**src/rtl/core/c8alu_pkg.sv**
```systemverilog
// c8alu_pkg: opcode classes, alu sub-codes and reset values shared by the
// register alu core; no dependencies
package c8alu_pkg;

    localparam logic [3:0] CLS_SKIP_EQ_NN = 4'h3;
    localparam logic [3:0] CLS_SKIP_NE_NN = 4'h4;
    localparam logic [3:0] CLS_SKIP_EQ_VY = 4'h5;
    localparam logic [3:0] CLS_LOAD_NN    = 4'h6;
    localparam logic [3:0] CLS_ADD_NN     = 4'h7;
    localparam logic [3:0] CLS_ALU        = 4'h8;
    localparam logic [3:0] CLS_SKIP_NE_VY = 4'h9;
    localparam logic [3:0] CLS_LOAD_I     = 4'hA;
    localparam logic [3:0] CLS_RAND       = 4'hC;
    localparam logic [3:0] CLS_MISC       = 4'hF;

    localparam logic [3:0] ALU_MOV  = 4'h0;
    localparam logic [3:0] ALU_OR   = 4'h1;
    localparam logic [3:0] ALU_AND  = 4'h2;
    localparam logic [3:0] ALU_XOR  = 4'h3;
    localparam logic [3:0] ALU_ADD  = 4'h4;
    localparam logic [3:0] ALU_SUB  = 4'h5;
    localparam logic [3:0] ALU_SHR  = 4'h6;
    localparam logic [3:0] ALU_SUBN = 4'h7;
    localparam logic [3:0] ALU_SHL  = 4'hE;

    localparam logic [7:0] MISC_ADD_I  = 8'h1E;
    localparam logic [7:0] MISC_FONT_I = 8'h29;

    localparam logic [3:0]  FLAG_REG       = 4'hF;
    localparam logic [15:0] INDEX_BIAS_RST = 16'd512;

    localparam int unsigned ADDR_W = 3;
    localparam logic [ADDR_W-1:0] ADDR_INDEX_BIAS = 3'd0;

endpackage

```
**src/rtl/core/chip8_register_alu_core.sv**
```systemverilog
// chip8_register_alu_core: executes one chip-8 instruction word per item on
// V0..VF and I; apb-style register port; uses c8alu_pkg
//
//  channel | direction | handshake                  | word
//  --------+-----------+----------------------------+---------------------------------
//  in      | input     | i_in_valid / o_in_ready    | opcode, random_byte
//  out     | output    | o_out_valid / i_out_ready  | skip, reg write, flag, index, unsup
//  apb     | input     | psel, penable, pwrite      | index_bias at byte address 0
//
// two stages: register read into the stage register, then execute into the
// output register; one word per cycle while the output is not stalled
// the register file has one write and two read ports; a write in the same
// cycle as a read is bypassed into the read data, VF lives in its own flop
// synchronous active-low reset clears V, VF, I and both valids and sets index_bias to 512
// a stalled output holds the output register; the stage register still
// takes one more word while it is empty
module chip8_register_alu_core (
    input  logic        i_clk,
    input  logic        i_rst_n,
    input  logic        i_in_valid,
    output logic        o_in_ready,
    input  logic [15:0] i_opcode,
    input  logic [7:0]  i_random_byte,
    output logic        o_out_valid,
    input  logic        i_out_ready,
    output logic        o_skip_next,
    output logic        o_reg_written,
    output logic [3:0]  o_reg_number,
    output logic [7:0]  o_reg_value,
    output logic [7:0]  o_flag_value,
    output logic [15:0] o_index_value,
    output logic        o_unsupported,
    input  logic        psel,
    input  logic        penable,
    input  logic        pwrite,
    input  logic [c8alu_pkg::ADDR_W-1:0] paddr,
    input  logic [31:0] pwdata,
    output logic [31:0] prdata,
    output logic        pready
);

    logic [7:0]  r_vreg [0:15];
    logic [15:0] r_vvalid;
    logic [7:0]  r_vf;
    logic [15:0] r_index;
    logic [15:0] r_bias;

    logic        r_s1_valid;
    logic [15:0] r_s1_op;
    logic [7:0]  r_s1_rnd;
    logic [7:0]  r_s1_rdx;
    logic [7:0]  r_s1_rdy;

    logic        r_out_valid;
    logic        r_skip;
    logic        r_wr;
    logic [3:0]  r_num;
    logic [7:0]  r_val;
    logic        r_unsup;

    logic        s1_move;
    logic        in_acc;
    logic        cfg_wr;

    logic [3:0]  cls, x, y, n;
    logic [7:0]  nn, vx, vy;
    logic [11:0] nnn;
    logic        skip, unsup, wr_flag, wr_x;
    logic        fval;
    logic [7:0]  xval;
    logic [8:0]  add8;
    logic [16:0] add16;
    logic [10:0] mul5;
    logic [7:0]  n_vf;
    logic [15:0] n_index;
    logic        mem_we;
    logic [3:0]  rd_x, rd_y;

    assign s1_move    = !r_out_valid || i_out_ready;
    assign o_in_ready = !r_s1_valid || s1_move;
    assign in_acc     = i_in_valid && o_in_ready;

    assign pready = 1'b1;
    assign cfg_wr = psel && penable && pwrite && (paddr[2] == c8alu_pkg::ADDR_INDEX_BIAS[2]);
    assign prdata = (paddr[2] == c8alu_pkg::ADDR_INDEX_BIAS[2]) ? {16'd0, r_bias} : 32'd0;

    assign cls = r_s1_op[15:12];
    assign x   = r_s1_op[11:8];
    assign y   = r_s1_op[7:4];
    assign n   = r_s1_op[3:0];
    assign nn  = r_s1_op[7:0];
    assign nnn = r_s1_op[11:0];
    assign vx  = (x == c8alu_pkg::FLAG_REG) ? r_vf : r_s1_rdx;
    assign vy  = (y == c8alu_pkg::FLAG_REG) ? r_vf : r_s1_rdy;

    assign add8  = {1'b0, vx} + {1'b0, vy};
    assign add16 = {1'b0, r_index} + {9'd0, vx};
    assign mul5  = {1'b0, vx, 2'b00} + {3'd0, vx};

    always_comb begin
        skip    = 1'b0;
        unsup   = 1'b0;
        wr_flag = 1'b0;
        wr_x    = 1'b0;
        fval    = 1'b0;
        xval    = 8'd0;
        n_index = r_index;
        case (cls)
            c8alu_pkg::CLS_SKIP_EQ_NN: skip = (vx == nn);
            c8alu_pkg::CLS_SKIP_NE_NN: skip = (vx != nn);
            c8alu_pkg::CLS_SKIP_EQ_VY: begin
                if (n != 4'd0) unsup = 1'b1;
                else skip = (vx == vy);
            end
            c8alu_pkg::CLS_SKIP_NE_VY: begin
                if (n != 4'd0) unsup = 1'b1;
                else skip = (vx != vy);
            end
            c8alu_pkg::CLS_LOAD_NN: begin
                wr_x = 1'b1;
                xval = nn;
            end
            c8alu_pkg::CLS_ADD_NN: begin
                wr_x = 1'b1;
                xval = vx + nn;
            end
            c8alu_pkg::CLS_ALU: begin
                case (n)
                    c8alu_pkg::ALU_MOV: begin
                        wr_x = 1'b1;
                        xval = vy;
                    end
                    c8alu_pkg::ALU_OR: begin
                        wr_x = 1'b1;
                        xval = vx | vy;
                    end
                    c8alu_pkg::ALU_AND: begin
                        wr_x = 1'b1;
                        xval = vx & vy;
                    end
                    c8alu_pkg::ALU_XOR: begin
                        wr_x = 1'b1;
                        xval = vx ^ vy;
                    end
                    c8alu_pkg::ALU_ADD: begin
                        wr_flag = 1'b1;
                        fval    = add8[8];
                        wr_x    = 1'b1;
                        xval    = add8[7:0];
                    end
                    c8alu_pkg::ALU_SUB: begin
                        wr_flag = 1'b1;
                        fval    = (vx > vy);
                        wr_x    = 1'b1;
                        xval    = vx - vy;
                    end
                    c8alu_pkg::ALU_SUBN: begin
                        wr_flag = 1'b1;
                        fval    = (vy > vx);
                        wr_x    = 1'b1;
                        xval    = vy - vx;
                    end
                    c8alu_pkg::ALU_SHR: begin
                        wr_flag = 1'b1;
                        fval    = vx[0];
                        wr_x    = 1'b1;
                        xval    = {1'b0, vx[7:1]};
                    end
                    c8alu_pkg::ALU_SHL: begin
                        wr_flag = 1'b1;
                        fval    = vx[7];
                        wr_x    = 1'b1;
                        xval    = {vx[6:0], 1'b0};
                    end
                    default: unsup = 1'b1;
                endcase
            end
            c8alu_pkg::CLS_LOAD_I: n_index = {4'd0, nnn} - r_bias;
            c8alu_pkg::CLS_RAND: begin
                wr_x = 1'b1;
                xval = r_s1_rnd & nn;
            end
            c8alu_pkg::CLS_MISC: begin
                if (nn == c8alu_pkg::MISC_ADD_I) begin
                    wr_flag = 1'b1;
                    fval    = add16[16];
                    n_index = add16[15:0];
                end else if (nn == c8alu_pkg::MISC_FONT_I) begin
                    n_index = {5'd0, mul5};
                end else begin
                    unsup = 1'b1;
                end
            end
            default: unsup = 1'b1;
        endcase
    end

    always_comb begin
        if (wr_x && (x == c8alu_pkg::FLAG_REG)) n_vf = xval;
        else if (wr_flag) n_vf = {7'd0, fval};
        else n_vf = r_vf;
    end

    assign mem_we = r_s1_valid && s1_move && wr_x && (x != c8alu_pkg::FLAG_REG);
    assign rd_x   = i_opcode[11:8];
    assign rd_y   = i_opcode[7:4];

    // register file, write port and two bypassed read ports
    always_ff @(posedge i_clk) begin
        if (mem_we) begin
            r_vreg[x] <= xval;
        end
        if (in_acc) begin
            if (mem_we && (x == rd_x)) r_s1_rdx <= xval;
            else r_s1_rdx <= r_vvalid[rd_x] ? r_vreg[rd_x] : 8'd0;
            if (mem_we && (x == rd_y)) r_s1_rdy <= xval;
            else r_s1_rdy <= r_vvalid[rd_y] ? r_vreg[rd_y] : 8'd0;
            r_s1_op  <= i_opcode;
            r_s1_rnd <= i_random_byte;
        end
    end

    always_ff @(posedge i_clk) begin
        if (!i_rst_n) begin
            r_vvalid    <= 16'd0;
            r_vf        <= 8'd0;
            r_index     <= 16'd0;
            r_bias      <= c8alu_pkg::INDEX_BIAS_RST;
            r_s1_valid  <= 1'b0;
            r_out_valid <= 1'b0;
        end else begin
            if (cfg_wr) r_bias <= pwdata[15:0];
            if (mem_we) r_vvalid[x] <= 1'b1;
            if (s1_move) begin
                r_out_valid <= r_s1_valid;
                if (r_s1_valid) begin
                    r_vf    <= n_vf;
                    r_index <= n_index;
                end
            end
            if (o_in_ready) r_s1_valid <= i_in_valid;
        end
    end

    always_ff @(posedge i_clk) begin
        if (r_s1_valid && s1_move) begin
            r_skip  <= skip;
            r_unsup <= unsup;
            r_wr    <= wr_x || wr_flag;
            if (wr_x) begin
                r_num <= x;
                r_val <= xval;
            end else if (wr_flag) begin
                r_num <= c8alu_pkg::FLAG_REG;
                r_val <= {7'd0, fval};
            end else begin
                r_num <= 4'd0;
                r_val <= 8'd0;
            end
        end
    end

    assign o_out_valid   = r_out_valid;
    assign o_skip_next   = r_skip;
    assign o_reg_written = r_wr;
    assign o_reg_number  = r_num;
    assign o_reg_value   = r_val;
    assign o_flag_value  = r_vf;
    assign o_index_value = r_index;
    assign o_unsupported = r_unsup;

endmodule
```
**config.mk**
```make
export PLATFORM = sky130hd
export DESIGN_NAME = chip8_register_alu_core
export DESIGN_NICKNAME = d
export VERILOG_FILES = /design/src/rtl/core/c8alu_pkg.sv /design/src/rtl/core/chip8_register_alu_core.sv
export SDC_FILE = /design/constraint.sdc
export NUM_CORES = 1
export LEC_CHECK = 0
export ABC_AREA = 1
export CORE_ASPECT_RATIO = 1.5
export CORE_MARGIN = 10
export CORE_UTILIZATION = 45
export CTS_CLUSTER_SIZE = 24
export DETAILED_ROUTE_END_ITERATION = 16
export DONT_BUFFER_PORTS = 1
export GPL_TIMING_DRIVEN = 0
export HOLD_SLACK_MARGIN = 0.02
export PLACE_DENSITY_LB_ADDON = 0.25
export SETUP_SLACK_MARGIN = 0.3
export SLEW_MARGIN = 20
export SYNTH_ARGS = -nofsm -noshare
export SYNTH_HDL_FRONTEND = slang
export SYNTH_SLANG_ARGS = --single-unit
```
**constraint.sdc**
```tcl
create_clock -name i_clk -period 2.8 [get_ports i_clk]
set_input_delay 0.14 -clock i_clk [delete_from_list [all_inputs] [get_ports i_clk]]
set_output_delay 0.14 -clock i_clk [all_outputs]
set_load 0.02 [all_outputs]
```
==> results of run 1 <==
-- worst max-delay path, cell delays in order, from the launching register on --
cell	delay, ns
edfxtp_1	0.38
buf_6	0.14
nand2_4	0.05
nor2_4	0.22
buf_6	0.15
buf_16	0.12
nand2_4	0.05
o21ai_4	0.16
ha_4	0.27
buf_12	0.14
nand2_1	0.11
nand2_1	0.08
inv_1	0.07
o21ai_2	0.07
or2_4	0.23
nand3_2	0.06
nand3_2	0.10
nand2_4	0.17
nand2_8	0.10
nand2_1	0.06
o21ai_1	0.05
-- routing by layer --
metal | global-route usage | vias to the layer above | wire [um]
li1 | - | 7148 | -
met1 | 0.298 | 7372 | 22000
met2 | 0.514 | 797 | 31900
met3 | 0.0542 | 270 | 4620
met4 | 0.212 | 0 | 5140
met5 | 0 | - | 0
-- placed cells by master (no fill, tap or decap), types with 18 or more instances in the layout --
| cell type | synthesis | final |
|---|---|---|
| ha_1 | 67 | 49 |
| nor2_4 | 7 | 24 |
| o21ai_0 | 190 | 175 |
| inv_2 | 14 | 25 |
| nand2_2 | 6 | 24 |
| o211ai_1 | 41 | 41 |
| a21oi_1 | 190 | 178 |
| clkbuf_16 | 0 | 27 |
| inv_1 | 251 | 232 |
| clkbuf_1 | 46 | 50 |
| nand3_1 | 162 | 157 |
| buf_4 | 21 | 73 |
| nand2_1 | 406 | 373 |
| dfxtp_1 | 58 | 58 |
| conb_1 | 2 | 25 |
| dlygate4sd3_1 | 0 | 47 |
| buf_6 | 4 | 21 |
| nor2_1 | 119 | 93 |
| nand4_1 | 22 | 22 |
| o21ai_1 | 20 | 26 |
| a21oi_2 | 10 | 18 |
| edfxtp_1 | 183 | 183 |
-- path summary, 6_finish.rpt --
path | startpoint | end | slack [ns] | cells past startpoint
worst min-delay path | i_opcode[0] | r_s1_op[0] | 0.20 | 1
worst max register to register | r_s1_op[8] | r_s1_rdy[4] | -0.27 | 20
worst min register to register | r_vvalid[15] | r_vvalid[15] | 0.45 | 2
worst max-delay path | r_s1_op[8] | r_s1_rdy[4] | -0.27 | 20
-- power by group --
group / switching, mW / internal (mW)
Clock: 1.51 / 2.23
Sequential: 0.0782 / 3.94
Combinational: 1.48 / 0.796
-- stage by stage --
step	utilization	hold WS, ns	area [sq um]	setup TNS, ns	worst slack, ns
floorplan	-	0.239	16100	0	0.138
global placement	0.487	0.239	16700	-190.86	-1.09
detailed placement	0.490	0.239	16800	-94.54	-0.671
CTS	0.562	0.198	19300	-29.61	-0.249
global route	0.569	0.196	19500	-72.03	-0.452
finish	0.569	0.205	19500	-38.49	-0.274
-- registers in the layout, summed over array words and instances (netlist names), 4 cells and up --
signal,cells
o_index_value,16
o_reg_number,4
o_reg_value,8
r_s1_op,16
r_vvalid,16
r_s1_rdx,8
r_s1_rnd,8
o_flag_value,8
r_s1_rdy,8
r_bias,16
r_vreg,128
-- cell usage after synthesis (2+ instances only) --
cell type  instances  area share
nor2_1           119       0.029
nand3_2            3      0.0019
buf_4             21       0.010
a21oi_1          190       0.061
nand4_1           22      0.0088
nand3b_1           5      0.0024
inv_2             14      0.0034
xor2_1            13      0.0073
o211ai_1          41       0.020
o21ai_1           20      0.0064
a21oi_2           10      0.0056
buf_6              4      0.0029
fa_1               7      0.0090
o21a_1            16      0.0077
clkbuf_1          46       0.011
nand3_1          162       0.052
conb_1             2     0.00048
nor2_2             3      0.0012
nand2_4            2      0.0014
nor3_1            10      0.0032
nor4_1             4      0.0016
buf_1              9      0.0022
a21o_1             3      0.0014
clkinv_1           3     0.00072
a31oi_1           17      0.0068
o21bai_1           5      0.0024
nor2_4             7      0.0050
nand2_1          406       0.097
or2_2              7      0.0028
o21ai_0          190       0.061
o221ai_1           4      0.0022
o21ai_2            5      0.0028
ha_1              67       0.054
dfxtp_1           58       0.074
nand2_2            6      0.0024
and2_1             4      0.0016
inv_1            251       0.060
buf_2             23      0.0074
o22ai_1           16      0.0064
edfxtp_1         183        0.35
-- final cells by class --
class / instances / area, sq um
inverter: 269 / 1040
buffer: 103 / 604
timing repair buffer: 132 / 1380
tap: 425 / 532
fill: 3097 / 14800
clock buffer: 31 / 691
clock inverter: 16 / 218
multi-input combinational: 1412 / 8370
sequential: 241 / 6660
-- cell families after synthesis --
family / synth area share
xor gates and xnor gates: 0.00784
adders and majority gates: 0.0625
muxes: 0.000640
AOI/OAI and AO/OA: 0.188
and+or+nand+nor: 0.217
other: 0.000480
DFF: 0.425
buffers and inverters: 0.0981
-- what timing repair did --
action | CTS | global route
setup buffers | 68 | 11
endpoints found under the setup margin | 307 | 306
cloned | 4 | 0
gates resized for setup | 99 | 29
hold endpoints to repair | 47 | 0
pin swaps | 34 | 8
hold buffers | 47 | 0
==> flow_summary.yaml, run 1 <==
pwr:
  p_leak_nw: 8.12
  peakVddDrop_uv: 495
  p_per_area_nw_per_um2: 515
  finalPower_mw: 10.0
final_layout:
  layout-drive-gt1-share: 0.169
  antenna_cells: 0
  stdcell_count: 2629
  finalNetCount: 2325
  area_growth_pct: 24.6
hold_path:
  hp-class: "primary input to flop"
critical_path:
  crit_arrival_ns: 3.36
  cp_max_fo: 10
  cp-end-kind: "flop"
  path_class: "flop to flop"
  start_kind: "flop"
  critical_path_required_ns: 3.09
yosys:
  synth_edf_count: 183
  synth.distinct_cells: 61
  ys_ff_latch: 241
  netlist_area_sq_um: 15600
  ys.flop_type: "edfxtp_1"
  syn-instance-count: 1999
  yosysSeqAreaShare: 0.425
  ys_async_sr_fraction: 0
  yosysWarnings: 0
  avgSynthCellArea_sq_um: 7.83
global_route:
  grt_max_degree: 37
  grt_overflow: 0
  antenna_found_initial: 0
  grt_use_total: 0.290
  grt_pass1_vias: 14995
  grt_pass1_wl_mm: 92.0
routing:
  vias_per_cell: 5.93
  drtPass1Iterations: 5
  drt_iter0_markers: 1586
  avgRoutedWirePerCell_um: 24.2
  vias: 15587
  ant_nets: 0
  drc: 0
  wl_mm: 63.7
placement:
  dp.cells: 2452
  place_congestion: 0.973
  place_hpwl_mm: 45.7
  port-buffer-count: 0
outcome:
  violations: "negative setup slack"
  outcome: "finished, violations left"
clocking:
  clockBufferDepth: 3
  clock_sink_count: 241
  cts-root-buf: "clkbuf_16"
  cts_max_level: 1
  path_clk_slew_ns: 0.08
  cts_made_buffers: 26
  cts_tree: "done"
  clk_latency_ns: 0.57
floorplanning:
  core_area_sq_um: 34300
  dieHeight_um: 248
  start_util: 0.457
  rows: 83
  pin_count: 140
  dieArea_sq_um: 42800
  die_w_um: 172
sta:
  fin_crit_sh: 1.10
  maxSlewViolCount: 0
  fmax_mhz: 325
  setup_viol: 256
  tightest_slew_ns: 0.906
  relSlewSlack: 0.396
  finClkSkew_ns: 0.0389
  period_needed_ns: 3.07
  rsz0062_at_grt: "yes"
  setup_slack_ns: -0.274
  hold_viol: 0
run:
  cap_violations: 0
Note: power is estimated with default switching activity, not from simulation.
==> inputs of run 2 (changes only) <==
- CORE_UTILIZATION: 45 -> 40
==> flow_summary.yaml, run 2 (synthesized netlist as in run 1, its figures left out) <==
pwr:
  p_clk_frac: 0.345
  swShare: 0.317
  p_switching_mw: 3.11
  p_per_area_nw_per_um2: 488
  p_seq_frac: 0.409
  p_leak_nw: 8.36
  combPwrFrac: 0.246
  peakVddDrop_uv: 484
  internal_power_mw: 6.71
placement:
  dp.cells: 2522
  place_congestion: 1.04
  port-buffer-count: 0
  place_hpwl_mm: 45.9
final_layout:
  layout_commonest_cell: "nand2_1"
  largest_reg_flops: 128
  regMostFlops: "r_vreg"
  fill_cells: 3609
  layout_common_cells: "nand2_1, inv_1, edfxtp_1, a21oi_1, o21ai_0"
  finalNetCount: 2356
  area_growth_pct: 28.8
  layout-drive-gt1-share: 0.200
  multiInputGateArea_sq_um: 8640
  stdcell_count: 2732
  seqCellArea_sq_um: 6660
global_route:
  grt_use_total: 0.256
  grt_max_degree: 37
  antenna_found_initial: 0
  grt_pass1_wl_mm: 94.1
  grt_pass1_vias: 15120
  grt_overflow: 0
sta:
  maxSlewViolCount: 0
  setup_slack_ns: -0.288
  fin_crit_sh: 1.10
  period_needed_ns: 3.09
  hold_viol: 0
  relSlewSlack: 0.411
  setup_viol: 142
  rsz0062_at_grt: "yes"
  finClkSkew_ns: 0.0134
  fmax_mhz: 324
  whs_ns: 0.208
  tightest_slew_ns: 0.884
routing:
  drtPass1Iterations: 6
  wl_mm: 64.8
  vias: 15566
  avgRoutedWirePerCell_um: 23.7
  drt_iter0_markers: 1381
  drc: 0
  vias_per_cell: 5.70
  ant_nets: 0
critical_path:
  cp-end-kind: "flop"
  cp_max_fo: 8
  worst-path-stages: 15
  rr_startpoint: "r_s1_op[6]"
  startpoint: "r_s1_op[6]"
  crit_top_cell: "buf_12"
  reg2reg_to: "r_vreg[12][1]"
  start_kind: "flop"
  critical_path_required_ns: 3.10
  critPathCapture: "r_vreg[12][1]"
  critPathBufInv: 5
  path_class: "flop to flop"
  crit_family: "adder cells"
  path_cells: "nand2_2, nor2_4, buf_8, buf_12, o21ai_4, inv_4, ha_4, fa_2, o22ai_2, nor2_2, nand3_1, nand2_2, nand3_4, buf_12, buf_12"
  crit_arrival_ns: 3.39
  cp_slowest_cell: "fa_2"
  max_stage_delay_ns: 0.55
  r2r_cells: 15
  rrSetupSlack_ns: -0.29
clocking:
  path_clk_slew_ns: 0.06
  clk_latency_ns: 0.56
  cts-root-buf: "clkbuf_16"
  clock_sink_count: 241
  cts_tree: "done"
  clockBufferDepth: 3
  cts_max_level: 1
  cts_made_buffers: 26
floorplanning:
  dieArea_sq_um: 47600
  die_w_um: 181
  rows: 88
  start_util: 0.406
  core_area_sq_um: 38500
  pin_count: 140
  dieHeight_um: 262
outcome:
  violations: "negative setup slack"
  outcome: "finished, violations left"
hold_path:
  hp-class: "primary input to flop"
run:
  cap_violations: 0
[run 2: cell types whose count changed in the layout (fill, tap and decap cells not counted), moves of 5 or more]
cell,delta
buf_4,+17
nand2_2,+9
nand3_2,+7
nand2_1,-11
bufinv_16,-5
nand3_1,-10
ha_4,+6
buf_12,+9
[run 2: metrics by stage]
stage	TNS (ns)	instance area, sq um	worst slack, ns	utilization	total power, mW
2_1_floorplan	0	16100	0.138	-	5.38
3_3_place_gp	-179.72	16800	-1.02	0.435	5.94
3_5_place_dp	-92.60	16900	-0.638	0.438	5.96
4_1_cts	-25.23	19600	-0.264	0.507	9.70
5_1_grt	-41.22	20100	-0.384	0.523	10.2
6_report	-23.03	20200	-0.288	0.523	9.83
[run 2: cell type report]
cell class,count,area share
antenna,1,0.000124
buffer,103,0.0304
clock buffer,34,0.0369
clock inverter,14,0.00410
inverter,269,0.0520
multi-input combinational,1412,0.429
sequential,241,0.330
tap,495,0.0307
timing repair buffer,163,0.0867
[run 2: what timing repair did]
item	CTS	global route
resized for setup	129	68
pin swaps	58	26
hold buffers	46	1
gates cloned	4	0
endpoints found under the hold margin	47	1
buffers inserted	84	26
endpoints found under the setup margin	307	313
[run 2: power by group through the flow]
stage	combinational [mW]	clock [mW]	sequential [mW]
after CTS	2.25	3.43	4.02
after global routing	2.59	3.56	4.03
after floorplan	1.30	0	4.07
after global placement	1.83	0	4.11
after detailed placement	1.86	0	4.10
final	2.42	3.39	4.02
[run 2: worst min path at each step]
stage / startpoint / endpoint / slack [ns] / cells after the start
6_report: i_random_byte[0] / r_s1_rnd[0] / 0.21 / 1
5_1_grt: i_random_byte[0] / r_s1_rnd[0] / 0.20 / 1
4_1_cts: i_out_ready / r_s1_valid / 0.03 / 3
3_5_place_dp: i_opcode[15] / r_s1_op[15] / 0.24 / 0
3_3_place_gp: i_opcode[15] / r_s1_op[15] / 0.24 / 0
2_1_floorplan: i_opcode[0] / r_s1_op[0] / 0.24 / 0
[run 2: worst register-to-register path, cell delays in order, from the launching register on]
cell and delay, ns:
edfxtp_1 0.50, nand2_2 0.14, nor2_4 0.06, buf_8 0.14, buf_12 0.13, o21ai_4 0.23
inv_4 0.09, ha_4 0.17, fa_2 0.55, o22ai_2 0.09, nor2_2 0.12, nand3_1 0.10
nand2_2 0.10, nand3_4 0.14, buf_12 0.18, buf_12 0.13
[run 2: per-layer routing]
layer / global-route usage / up-vias / part of all wire / wire [um]
li1: - / 7200 / - / -
met1: 0.263 / 7325 / 0.34 / 22000
met2: 0.453 / 796 / 0.51 / 32800
met3: 0.0409 / 245 / 0.070 / 4540
met4: 0.199 / 0 / 0.084 / 5420
met5: 0 / - / 0 / 0
